===== src/hdl/bsa_pkg.sv =====
// ----------------------------------------------------------------------------
// bsa_pkg
// Shared sizes, codes and types of the bitmap slot allocator.
// ----------------------------------------------------------------------------
package bsa_pkg;

  localparam int MAX_SLOTS  = 1024;
  localparam int WORD_BITS  = 32;
  localparam int WORD_COUNT = (MAX_SLOTS + WORD_BITS - 1) / WORD_BITS;

  localparam int SLOT_W  = $clog2(MAX_SLOTS);
  localparam int CNT_W   = SLOT_W + 1;
  localparam int WORD_IW = $clog2(WORD_COUNT);
  localparam int BIT_IW  = $clog2(WORD_BITS);

  // The find-first unit covers both the word summaries and one bitmap word
  localparam int FIND_W  = (WORD_BITS > WORD_COUNT) ? WORD_BITS : WORD_COUNT;
  localparam int FIND_IW = $clog2(FIND_W);

  localparam logic [CNT_W-1:0] SLOT_COUNT_RESET = CNT_W'(MAX_SLOTS);

  localparam logic OP_ALLOC   = 1'b0;
  localparam logic OP_RELEASE = 1'b1;

  typedef enum logic [1:0] {
    ST_OK    = 2'd0,
    ST_FULL  = 2'd1,
    ST_RANGE = 2'd2,
    ST_FREE  = 2'd3
  } status_t;

  typedef logic [WORD_BITS-1:0] word_t;

endpackage


===== src/hdl/bsa_find_first.sv =====
// ----------------------------------------------------------------------------
// bsa_find_first
// Shared priority encoder: index of the lowest set bit of a vector.
// ----------------------------------------------------------------------------
module bsa_find_first (
  input  logic [bsa_pkg::FIND_W-1:0]  vec,
  output logic                        found,
  output logic [bsa_pkg::FIND_IW-1:0] idx
);

  // Scan from the top so the lowest set bit wins
  always_comb begin
    found = 1'b0;
    idx   = '0;
    for (int i = bsa_pkg::FIND_W - 1; i >= 0; i--) begin
      if (vec[i]) begin
        found = 1'b1;
        idx   = bsa_pkg::FIND_IW'(i);
      end
    end
  end

endmodule


===== src/hdl/bsa_bitmap_ram.sv =====
// ----------------------------------------------------------------------------
// bsa_bitmap_ram
// Bitmap word store, one write and one registered read port; rows that were
// never written since reset read as zero.
// ----------------------------------------------------------------------------
module bsa_bitmap_ram (
  input  logic                        clk,
  input  logic                        rst,
  input  logic [bsa_pkg::WORD_IW-1:0] rd_addr,
  output bsa_pkg::word_t              rd_data,
  input  logic                        wr_en,
  input  logic [bsa_pkg::WORD_IW-1:0] wr_addr,
  input  bsa_pkg::word_t              wr_data
);

  bsa_pkg::word_t                    mem [bsa_pkg::WORD_COUNT];
  logic [bsa_pkg::WORD_COUNT-1:0]    row_valid;
  bsa_pkg::word_t                    rd_word;
  logic                              rd_ok;

  // Write and read the array
  always_ff @(posedge clk) begin
    if (wr_en) begin
      mem[wr_addr] <= wr_data;
    end
    rd_word <= mem[rd_addr];
  end

  // Track written rows
  always_ff @(posedge clk) begin
    if (rst) begin
      row_valid <= '0;
      rd_ok     <= 1'b0;
    end else begin
      if (wr_en) begin
        row_valid[wr_addr] <= 1'b1;
      end
      rd_ok <= row_valid[rd_addr];
    end
  end

  assign rd_data = rd_ok ? rd_word : '0;

endmodule


===== src/hdl/bitmap_slot_allocator_core.sv =====
// ----------------------------------------------------------------------------
// bitmap_slot_allocator_core
// Slot allocator over a bitmap of use marks with per-word full and used
// summaries; one shared find-first unit serves every search step.
// ----------------------------------------------------------------------------
// Channel   Signals                                    Handshake
// request   opcode, slot_index                         start & !busy
// result    granted_index, status, lowest_used,        result_valid strobe,
//           any_used                                   one cycle, no stall
// config    cfg_data (slot_count)                      cfg_valid & cfg_ready
//
// A request holds busy from the accept edge through the result. The next
// request can be taken in the cycle after the result; requests never overlap.
// Steps: word search and read (accept cycle), bit search and update,
// used-word search and read, lowest-bit search; the one find-first unit and
// the registered RAM read set this. The result is shown in the last step.
// Reset frees every slot and sets slot_count to 1024; no clearing pass.
// The receiver cannot stall, and cfg_ready is always high.
// ----------------------------------------------------------------------------
module bitmap_slot_allocator_core (
  input  logic                       clk,
  input  logic                       rst,
  input  logic                       start,
  output logic                       busy,
  input  logic                       opcode,
  input  logic [bsa_pkg::SLOT_W-1:0] slot_index,
  output logic                       result_valid,
  output logic [bsa_pkg::SLOT_W-1:0] granted_index,
  output logic [1:0]                 status,
  output logic [bsa_pkg::SLOT_W-1:0] lowest_used,
  output logic                       any_used,
  input  logic                       cfg_valid,
  output logic                       cfg_ready,
  input  logic [bsa_pkg::CNT_W-1:0]  cfg_data
);

  typedef enum logic [4:0] {
    S_IDLE   = 5'b00001,
    S_MODIFY = 5'b00010,
    S_LOWRD  = 5'b00100,
    S_REPORT = 5'b01000,
    S_SPARE  = 5'b10000
  } state_t;

  state_t                          state;
  state_t                          state_next;

  logic [bsa_pkg::CNT_W-1:0]       slot_count;
  logic [bsa_pkg::CNT_W-1:0]       limit;

  logic [bsa_pkg::WORD_COUNT-1:0]  full_vec;
  logic [bsa_pkg::WORD_COUNT-1:0]  used_vec;

  logic                            op_q;
  logic [bsa_pkg::SLOT_W-1:0]      idx_q;
  logic [bsa_pkg::WORD_IW-1:0]     word_q;
  logic                            nofree_q;
  logic [bsa_pkg::SLOT_W-1:0]      granted_q;
  bsa_pkg::status_t                status_q;
  logic                            any_q;

  logic [bsa_pkg::FIND_W-1:0]      find_vec;
  logic                            find_found;
  logic [bsa_pkg::FIND_IW-1:0]     find_idx;

  logic [bsa_pkg::WORD_IW-1:0]     rd_addr;
  bsa_pkg::word_t                  rd_data;
  logic                            wr_en;
  bsa_pkg::word_t                  wr_data;

  logic [bsa_pkg::SLOT_W-1:0]      cand_slot;
  bsa_pkg::word_t                  onehot;
  bsa_pkg::status_t                mod_status;
  logic [bsa_pkg::SLOT_W-1:0]      mod_granted;

  // Configuration register
  assign cfg_ready = 1'b1;

  always_ff @(posedge clk) begin
    if (rst) begin
      slot_count <= bsa_pkg::SLOT_COUNT_RESET;
    end else if (cfg_valid && cfg_ready) begin
      slot_count <= cfg_data;
    end
  end

  // Clamp the slot count to the bitmap size
  assign limit = (slot_count > bsa_pkg::CNT_W'(bsa_pkg::MAX_SLOTS)) ?
                 bsa_pkg::CNT_W'(bsa_pkg::MAX_SLOTS) : slot_count;

  // Feed the shared find-first unit for the current step
  always_comb begin
    unique case (state)
      S_IDLE:   find_vec = bsa_pkg::FIND_W'(~full_vec);
      S_MODIFY: find_vec = bsa_pkg::FIND_W'(~rd_data);
      S_LOWRD:  find_vec = bsa_pkg::FIND_W'(used_vec);
      S_REPORT: find_vec = bsa_pkg::FIND_W'(rd_data);
      default:  find_vec = '0;
    endcase
  end

  bsa_find_first u_find (
    .vec   (find_vec),
    .found (find_found),
    .idx   (find_idx)
  );

  // Pick the word to read
  always_comb begin
    unique case (state)
      S_IDLE: begin
        rd_addr = (opcode == bsa_pkg::OP_RELEASE) ?
                  slot_index[bsa_pkg::SLOT_W-1:bsa_pkg::BIT_IW] :
                  find_idx[bsa_pkg::WORD_IW-1:0];
      end
      S_LOWRD: rd_addr = find_idx[bsa_pkg::WORD_IW-1:0];
      default: rd_addr = word_q;
    endcase
  end

  bsa_bitmap_ram u_ram (
    .clk     (clk),
    .rst     (rst),
    .rd_addr (rd_addr),
    .rd_data (rd_data),
    .wr_en   (wr_en),
    .wr_addr (word_q),
    .wr_data (wr_data)
  );

  // Decide the update of the fetched word
  assign cand_slot = {word_q, find_idx[bsa_pkg::BIT_IW-1:0]};

  always_comb begin
    onehot      = '0;
    wr_en       = 1'b0;
    wr_data     = rd_data;
    mod_status  = bsa_pkg::ST_OK;
    mod_granted = '0;
    if (op_q == bsa_pkg::OP_ALLOC) begin
      onehot = bsa_pkg::word_t'(1) << find_idx[bsa_pkg::BIT_IW-1:0];
      priority if (nofree_q || ({1'b0, cand_slot} >= limit)) begin
        mod_status = bsa_pkg::ST_FULL;
      end else begin
        wr_en       = (state == S_MODIFY);
        wr_data     = rd_data | onehot;
        mod_granted = cand_slot;
      end
    end else begin
      onehot = bsa_pkg::word_t'(1) << idx_q[bsa_pkg::BIT_IW-1:0];
      priority if ({1'b0, idx_q} >= limit) begin
        mod_status = bsa_pkg::ST_RANGE;
      end else if (!rd_data[idx_q[bsa_pkg::BIT_IW-1:0]]) begin
        mod_status = bsa_pkg::ST_FREE;
      end else begin
        wr_en   = (state == S_MODIFY);
        wr_data = rd_data & ~onehot;
      end
    end
  end

  // Advance the sequencer
  always_comb begin
    unique case (state)
      S_IDLE:   state_next = start ? S_MODIFY : S_IDLE;
      S_MODIFY: state_next = S_LOWRD;
      S_LOWRD:  state_next = S_REPORT;
      S_REPORT: state_next = S_IDLE;
      default:  state_next = S_IDLE;
    endcase
  end

  always_ff @(posedge clk) begin
    if (rst) begin
      state    <= S_IDLE;
      full_vec <= '0;
      used_vec <= '0;
    end else begin
      state <= state_next;
      if (wr_en) begin
        full_vec[word_q] <= &wr_data;
        used_vec[word_q] <= |wr_data;
      end
    end
  end

  // Hold the request and the partial result
  always_ff @(posedge clk) begin
    unique case (state)
      S_IDLE: begin
        op_q     <= opcode;
        idx_q    <= slot_index;
        word_q   <= rd_addr;
        nofree_q <= !find_found;
      end
      S_MODIFY: begin
        status_q  <= mod_status;
        granted_q <= mod_granted;
      end
      S_LOWRD: begin
        any_q  <= find_found;
        word_q <= rd_addr;
      end
      default: begin
      end
    endcase
  end

  // Drive the result strobe and fields
  assign busy          = (state != S_IDLE);
  assign result_valid  = (state == S_REPORT);
  assign granted_index = granted_q;
  assign status        = status_q;
  assign any_used      = any_q;
  assign lowest_used   = any_q ? {word_q, find_idx[bsa_pkg::BIT_IW-1:0]} : '0;

`ifndef SYNTH
  a_accept_busy: assert property (@(posedge clk) disable iff (rst)
    (start && !busy) |=> busy)
    else $error("request accepted but block not busy");

  a_strobe_once: assert property (@(posedge clk) disable iff (rst)
    result_valid |=> !result_valid)
    else $error("result strobe longer than one cycle");

  a_full_implies_used: assert property (@(posedge clk) disable iff (rst)
    ((full_vec & ~used_vec) == '0))
    else $error("word marked full but not used");

  a_alloc_ok_used: assert property (@(posedge clk) disable iff (rst)
    (result_valid && (op_q == bsa_pkg::OP_ALLOC) && (status == bsa_pkg::ST_OK))
      |-> (any_used && (lowest_used <= granted_index)))
    else $error("granted slot not reflected in lowest used slot");
`endif

endmodule

===== config.mk =====
export PLATFORM = sky130hd
export DESIGN_NAME = bitmap_slot_allocator_core
export DESIGN_NICKNAME = d
export VERILOG_FILES = /design/src/hdl/bsa_pkg.sv /design/src/hdl/bsa_find_first.sv /design/src/hdl/bsa_bitmap_ram.sv /design/src/hdl/bitmap_slot_allocator_core.sv
export SDC_FILE = /design/constraint.sdc
export NUM_CORES = 2
export LEC_CHECK = 0
export BUFFER_PORTS_ARGS = -buffer_cell sky130_fd_sc_hd__buf_2
export CORE_ASPECT_RATIO = 0.8
export CORE_MARGIN = 2
export CORE_UTILIZATION = 25
export CTS_BUF_LIST = sky130_fd_sc_hd__clkbuf_4
export CTS_CLUSTER_DIAMETER = 50
export DETAILED_ROUTE_END_ITERATION = 16
export HOLD_SLACK_MARGIN = 0.06
export PLACE_DENSITY_LB_ADDON = 0.2
export SETUP_SLACK_MARGIN = 0.02
export SKIP_LAST_GASP = 1
export SLEW_MARGIN = 20
export SYNTH_ARGS = -nofsm -noshare
export SYNTH_HDL_FRONTEND = slang
export SYNTH_SLANG_ARGS = --single-unit
export TNS_END_PERCENT = 5

===== constraint.sdc =====
create_clock -name clk -period 7.6 [get_ports clk]
set_clock_uncertainty 0.05 [all_clocks]
set_input_delay 0.38 -clock clk [delete_from_list [all_inputs] [get_ports clk]]
set_output_delay 0.38 -clock clk [all_outputs]
set_load 0.01 [all_outputs]

==> run_summary.xml <==
<?xml version="1.0" encoding="UTF-8"?>
<metrics>
  <group name="final_layout">
    <metric name="utilization" unit="">0.2960</metric>
    <metric name="most_frequent_standard_cell_in_the_layout_excluding_fill_and_tap_cells" unit="">edfxtp_1</metric>
    <metric name="share_of_layout_cells_above_drive_strength_1" unit="">0.2097</metric>
    <metric name="area.growth.synth_to_final" unit="%">18.03</metric>
    <metric name="finish.net_count" unit="">4394</metric>
    <metric name="fill_cell_total_of_the_finished_layout" unit="">20810</metric>
    <metric name="most-common-layout-cells" unit="">1054 x edfxtp_1, 633 x nand2_1, 467 x clkbuf_4</metric>
  </group>
  <group name="floorplan">
    <metric name="die_h" unit="um">407.4</metric>
    <metric name="start_util" unit="">0.2508</metric>
    <metric name="design.core.area" unit="mm^2">0.2028</metric>
    <metric name="die_width" unit="um">508.3</metric>
    <metric name="die_area" unit="mm^2">0.2071</metric>
    <metric name="rows" unit="">148</metric>
    <metric name="io_pins" unit="">52</metric>
  </group>
  <group name="sta">
    <metric name="tns" unit="ps">0</metric>
    <metric name="rsz_0062_raised_after_global_routing" unit="">no</metric>
    <metric name="maxSlewViolCount" unit="">0</metric>
    <metric name="worst_slew_margin_rel" unit="">0.2858</metric>
    <metric name="fmaxAchievable" unit="MHz">141.1</metric>
    <metric name="final_critical_path_required_period" unit="ps">7085</metric>
    <metric name="timing.final.crit_share" unit="">0.9323</metric>
    <metric name="tightest_slew" unit="ps">1067</metric>
    <metric name="hold_viol_final" unit="">0</metric>
    <metric name="timing.final.setup_violations" unit="">0</metric>
  </group>
  <group name="clock_tree">
    <metric name="numCtsBuffers" unit="">320</metric>
    <metric name="worstSkewPairLatency" unit="ps">1300</metric>
    <metric name="clock-root-buffer" unit="">clkbuf_4</metric>
    <metric name="h-tree-depth" unit="">5</metric>
    <metric name="clockBufferDepth" unit="">4</metric>
    <metric name="postCtsSetupRepairBufs" unit="">0</metric>
    <metric name="cts_tree" unit="">built</metric>
    <metric name="total_number_of_clock_tree_sinks" unit="">1198</metric>
    <metric name="clock_pin_slew_worst_setup_and_hold_paths" unit="ps">70</metric>
  </group>
  <group name="setup_path">
    <metric name="end_kind" unit="">flip-flop</metric>
    <metric name="cpMaxStageDelayCell" unit="">dfxtp_2</metric>
    <metric name="arrival" unit="ps">8110</metric>
    <metric name="startpoint_class_of_the_critical_path" unit="">flip-flop</metric>
    <metric name="timing.critical_path.cells" unit="">buf_12 -&gt; nand2_1 -&gt; mux2i_1 -&gt; o22ai_1 -&gt; o21bai_1 -&gt; or2_2 -&gt; a2111oi_2 -&gt; or2_1 -&gt; inv_2 -&gt; ha_1 -&gt; nor2b_1 -&gt; o21ai_0 -&gt; a21oi_1 -&gt; a211oi_1 -&gt; o41ai_2 -&gt; a21oi_4 -&gt; o21ai_1 -&gt; nor2_1 -&gt; nor4bb_1 -&gt; nand4bb_1 -&gt; nor4_4 -&gt; buf_4 -&gt; a211oi_1</metric>
    <metric name="cpPeakStageDelay" unit="ps">760</metric>
    <metric name="worst-r2r-setup-slack" unit="ps">510</metric>
    <metric name="setup.worst_path.class" unit="">reg -&gt; reg</metric>
    <metric name="timing.critical_path.mode_cell" unit="">a211oi_1</metric>
    <metric name="critical_path.top_delay_family" unit="">compound AO/OA/AOI/OAI gates</metric>
    <metric name="startpoint_of_the_most_critical_setup_path" unit="">u_ram.rd_ok</metric>
    <metric name="worst_r2r_startpoint" unit="">u_ram.rd_ok</metric>
    <metric name="critPathBufInv" unit="">3</metric>
    <metric name="crit_fanout" unit="">32</metric>
    <metric name="critical_path_rt" unit="ps">8630</metric>
  </group>
  <group name="drt">
    <metric name="drc" unit="">0</metric>
    <metric name="final_antenna_net_count" unit="">0</metric>
    <metric name="detail_route.wl_per_cell" unit="um">26.92</metric>
    <metric name="first_pass_iters" unit="">7</metric>
    <metric name="drt_wl_total" unit="mm">195.1</metric>
    <metric name="routed-via-count" unit="">36830</metric>
    <metric name="drtIter0Drc" unit="">3654</metric>
    <metric name="ratio_of_routed_vias_to_standard_cells" unit="">5.082</metric>
  </group>
  <group name="flow_run">
    <metric name="maxCapViolCount" unit="">0</metric>
  </group>
  <group name="global_route">
    <metric name="grt_antenna_before_repair" unit="">6</metric>
    <metric name="grt_pass1_wl" unit="mm">275.1</metric>
    <metric name="global_route.usage.total" unit="">0.1843</metric>
    <metric name="grt_max_degree" unit="">165</metric>
    <metric name="grt_pass1_vias" unit="">35430</metric>
    <metric name="globalRoute.totalOverflow" unit="">0</metric>
  </group>
  <group name="synth">
    <metric name="postSynth.asyncResetShare" unit="">0</metric>
    <metric name="edff_count_synth" unit="">1054</metric>
    <metric name="synth_cell_type_count" unit="">106</metric>
    <metric name="ys_seq_area_frac" unit="">0.6790</metric>
    <metric name="synth.net_count" unit="">4055</metric>
    <metric name="synthCells" unit="">4009</metric>
    <metric name="synth-warning-count" unit="">0</metric>
    <metric name="ff_latch_count_synth" unit="">1198</metric>
    <metric name="top_reg_cell_synth" unit="">edfxtp_1</metric>
    <metric name="avgSynthCellArea" unit="um^2">12.69</metric>
    <metric name="netlist_area" unit="mm^2">0.05086</metric>
  </group>
  <group name="power_and_ir_drop">
    <metric name="power_density" unit="mW/mm^2">275.6</metric>
    <metric name="power.leakage" unit="nW">20.70</metric>
    <metric name="vdd_ir_drop_max" unit="mV">0.1349</metric>
  </group>
  <group name="hold_path">
    <metric name="worst_hold_path_type" unit="">in -&gt; reg</metric>
    <metric name="min-delay-start" unit="">slot_index[4]</metric>
  </group>
  <group name="place">
    <metric name="hpwl" unit="mm">114.2</metric>
    <metric name="port_buffers" unit="">50</metric>
    <metric name="globalplace.congestion" unit="">0.9690</metric>
  </group>
  <group name="outcome">
    <metric name="result_of_the_run" unit="">finished, final reports clean</metric>
  </group>
</metrics>
==> cell type report <==
cell class                      instances  area [um^2]  share of cell area
Tap cell                             2700         3378             0.05628
Inverter                               66        257.7            0.004294
Multi-Input combinational cell       2446        14980              0.2495
Clock buffer                          467         3506             0.05841
Sequential cell                      1198        34530              0.5753
Timing Repair Buffer                  316         3098             0.05161
Clock inverter                         46        254.0            0.004231
Antenna cell                            8        20.02           0.0003335
==> cell usage after synthesis (7+ instances only) <==
master,count,area (um^2)
buf_6,13,146.4
a21o_1,7,52.55
and2_1,20,125.1
a31o_2,61,534.3
o31ai_1,9,67.56
o21a_1,9,67.56
o21ai_2,33,289.0
o22ai_1,124,775.7
nand2b_1,24,150.1
inv_1,60,225.2
buf_2,71,355.3
a21oi_1,42,210.2
a22o_1,35,306.5
and3_1,277,1733
o211ai_1,12,90.09
nand3_1,61,305.3
ha_1,20,250.2
clkbuf_1,182,683.2
o2bb2ai_1,8,70.07
nor3_1,17,85.08
nor4_1,44,275.3
a31o_1,8,70.07
nand2_1,637,2391
buf_1,14,52.55
dfxtp_1,144,2883
nor2_1,190,713.2
a211oi_1,300,2252
buf_4,19,142.6
mux2i_1,35,350.3
a2bb2oi_1,17,148.9
a31oi_1,200,1251
a22oi_1,7,52.55
nand4_1,8,50.05
nor2b_1,11,68.82
edfxtp_1,1054,31650
o21ai_0,61,305.3
o21bai_1,16,120.1
==> registers in the layout, summed over array words and instances (netlist names), 2 cells and up <==
register	flops
status	2
idx_q	10
used_vec	32
u_ram.row_valid	32
slot_count	11
u_ram.mem	1024
u_ram.rd_word	32
granted_index	10
word_q	5
full_vec	32
state	4
==> kinds of logic (layout without fill, tap and decap cells) <==
| kind of cell | count (synthesis) | after routing | synth area share |
|---|---|---|---|
| AOI/OAI and AO/OA | 1030 | 1030 | 0.1468 |
| xor gates and xnor gates | 1 | 1 | 0.0001723 |
| adders and majority gates | 20 | 20 | 0.004921 |
| buffers and inverters | 365 | 895 | 0.03201 |
| DFF | 1198 | 1198 | 0.6790 |
| muxes | 43 | 43 | 0.009989 |
| other | 1 | 9 | 0.00007374 |
| and+or+nand+nor | 1351 | 1351 | 0.1270 |
==> what timing repair did <==
action,4_1_cts,5_1_grt
setup endpoints to repair,0,36
hold buffers,70,0
hold endpoints to repair,128,0
gates resized for setup,0,1
==> stage by stage <==
stage	total power, mW	instance area (um^2)	setup WS [ps]	cells	hold slack (ps)
finish	16.54	60030	514.7	7247	326.5
global route	17.27	60020	91.97	7246	221.0
CTS	16.69	59990	410.5	7239	154.7
detailed placement	11.05	55530	484.8	6656	399.0
global placement	11.07	55510	514.3	6656	396.2
floorplan	9.641	50860	883.9	4009	381.7
==> power breakdown <==
group	internal [mW]	leakage, nW	switching, mW
combinational	0.911	7.57	2.20
clock	2.88	2.28	2.68
sequential	7.61	10.8	0.251
==> routing by layer <==
| layer | track usage | wire length, um | up-vias |
|---|---|---|---|
| li1 | - | - | 16400 |
| met3 | 0.03551 | 11380 | 254 |
| met2 | 0.2665 | 84290 | 1296 |
| met5 | 0 | 0 | - |
| met1 | 0.2791 | 95850 | 18880 |
| met4 | 0.04570 | 3587 | 0 |
==> worst paths after layout <==
path | to | cells after the start
setup reg to reg | used_vec[20] | 23
hold / removal | idx_q[4] | 3
hold reg to reg | u_ram.row_valid[16] | 2
setup / recovery | used_vec[20] | 23
==> worst reg2reg max path, stage by stage, from the launching register on <==
cell and delay, ps:
dfxtp_2 760, buf_12 280, nand2_1 190, mux2i_1 190, o22ai_1 630, o21bai_1 280, or2_2 350, a2111oi_2 270
or2_1 240, inv_2 60, ha_1 170, nor2b_1 120, o21ai_0 100, a21oi_1 180, a211oi_1 80, o41ai_2 710
a21oi_4 140, o21ai_1 430, nor2_1 170, nor4bb_1 310, nand4bb_1 220, nor4_4 380, buf_4 430, a211oi_1 170
Note: power is estimated with default switching activity, not from simulation.
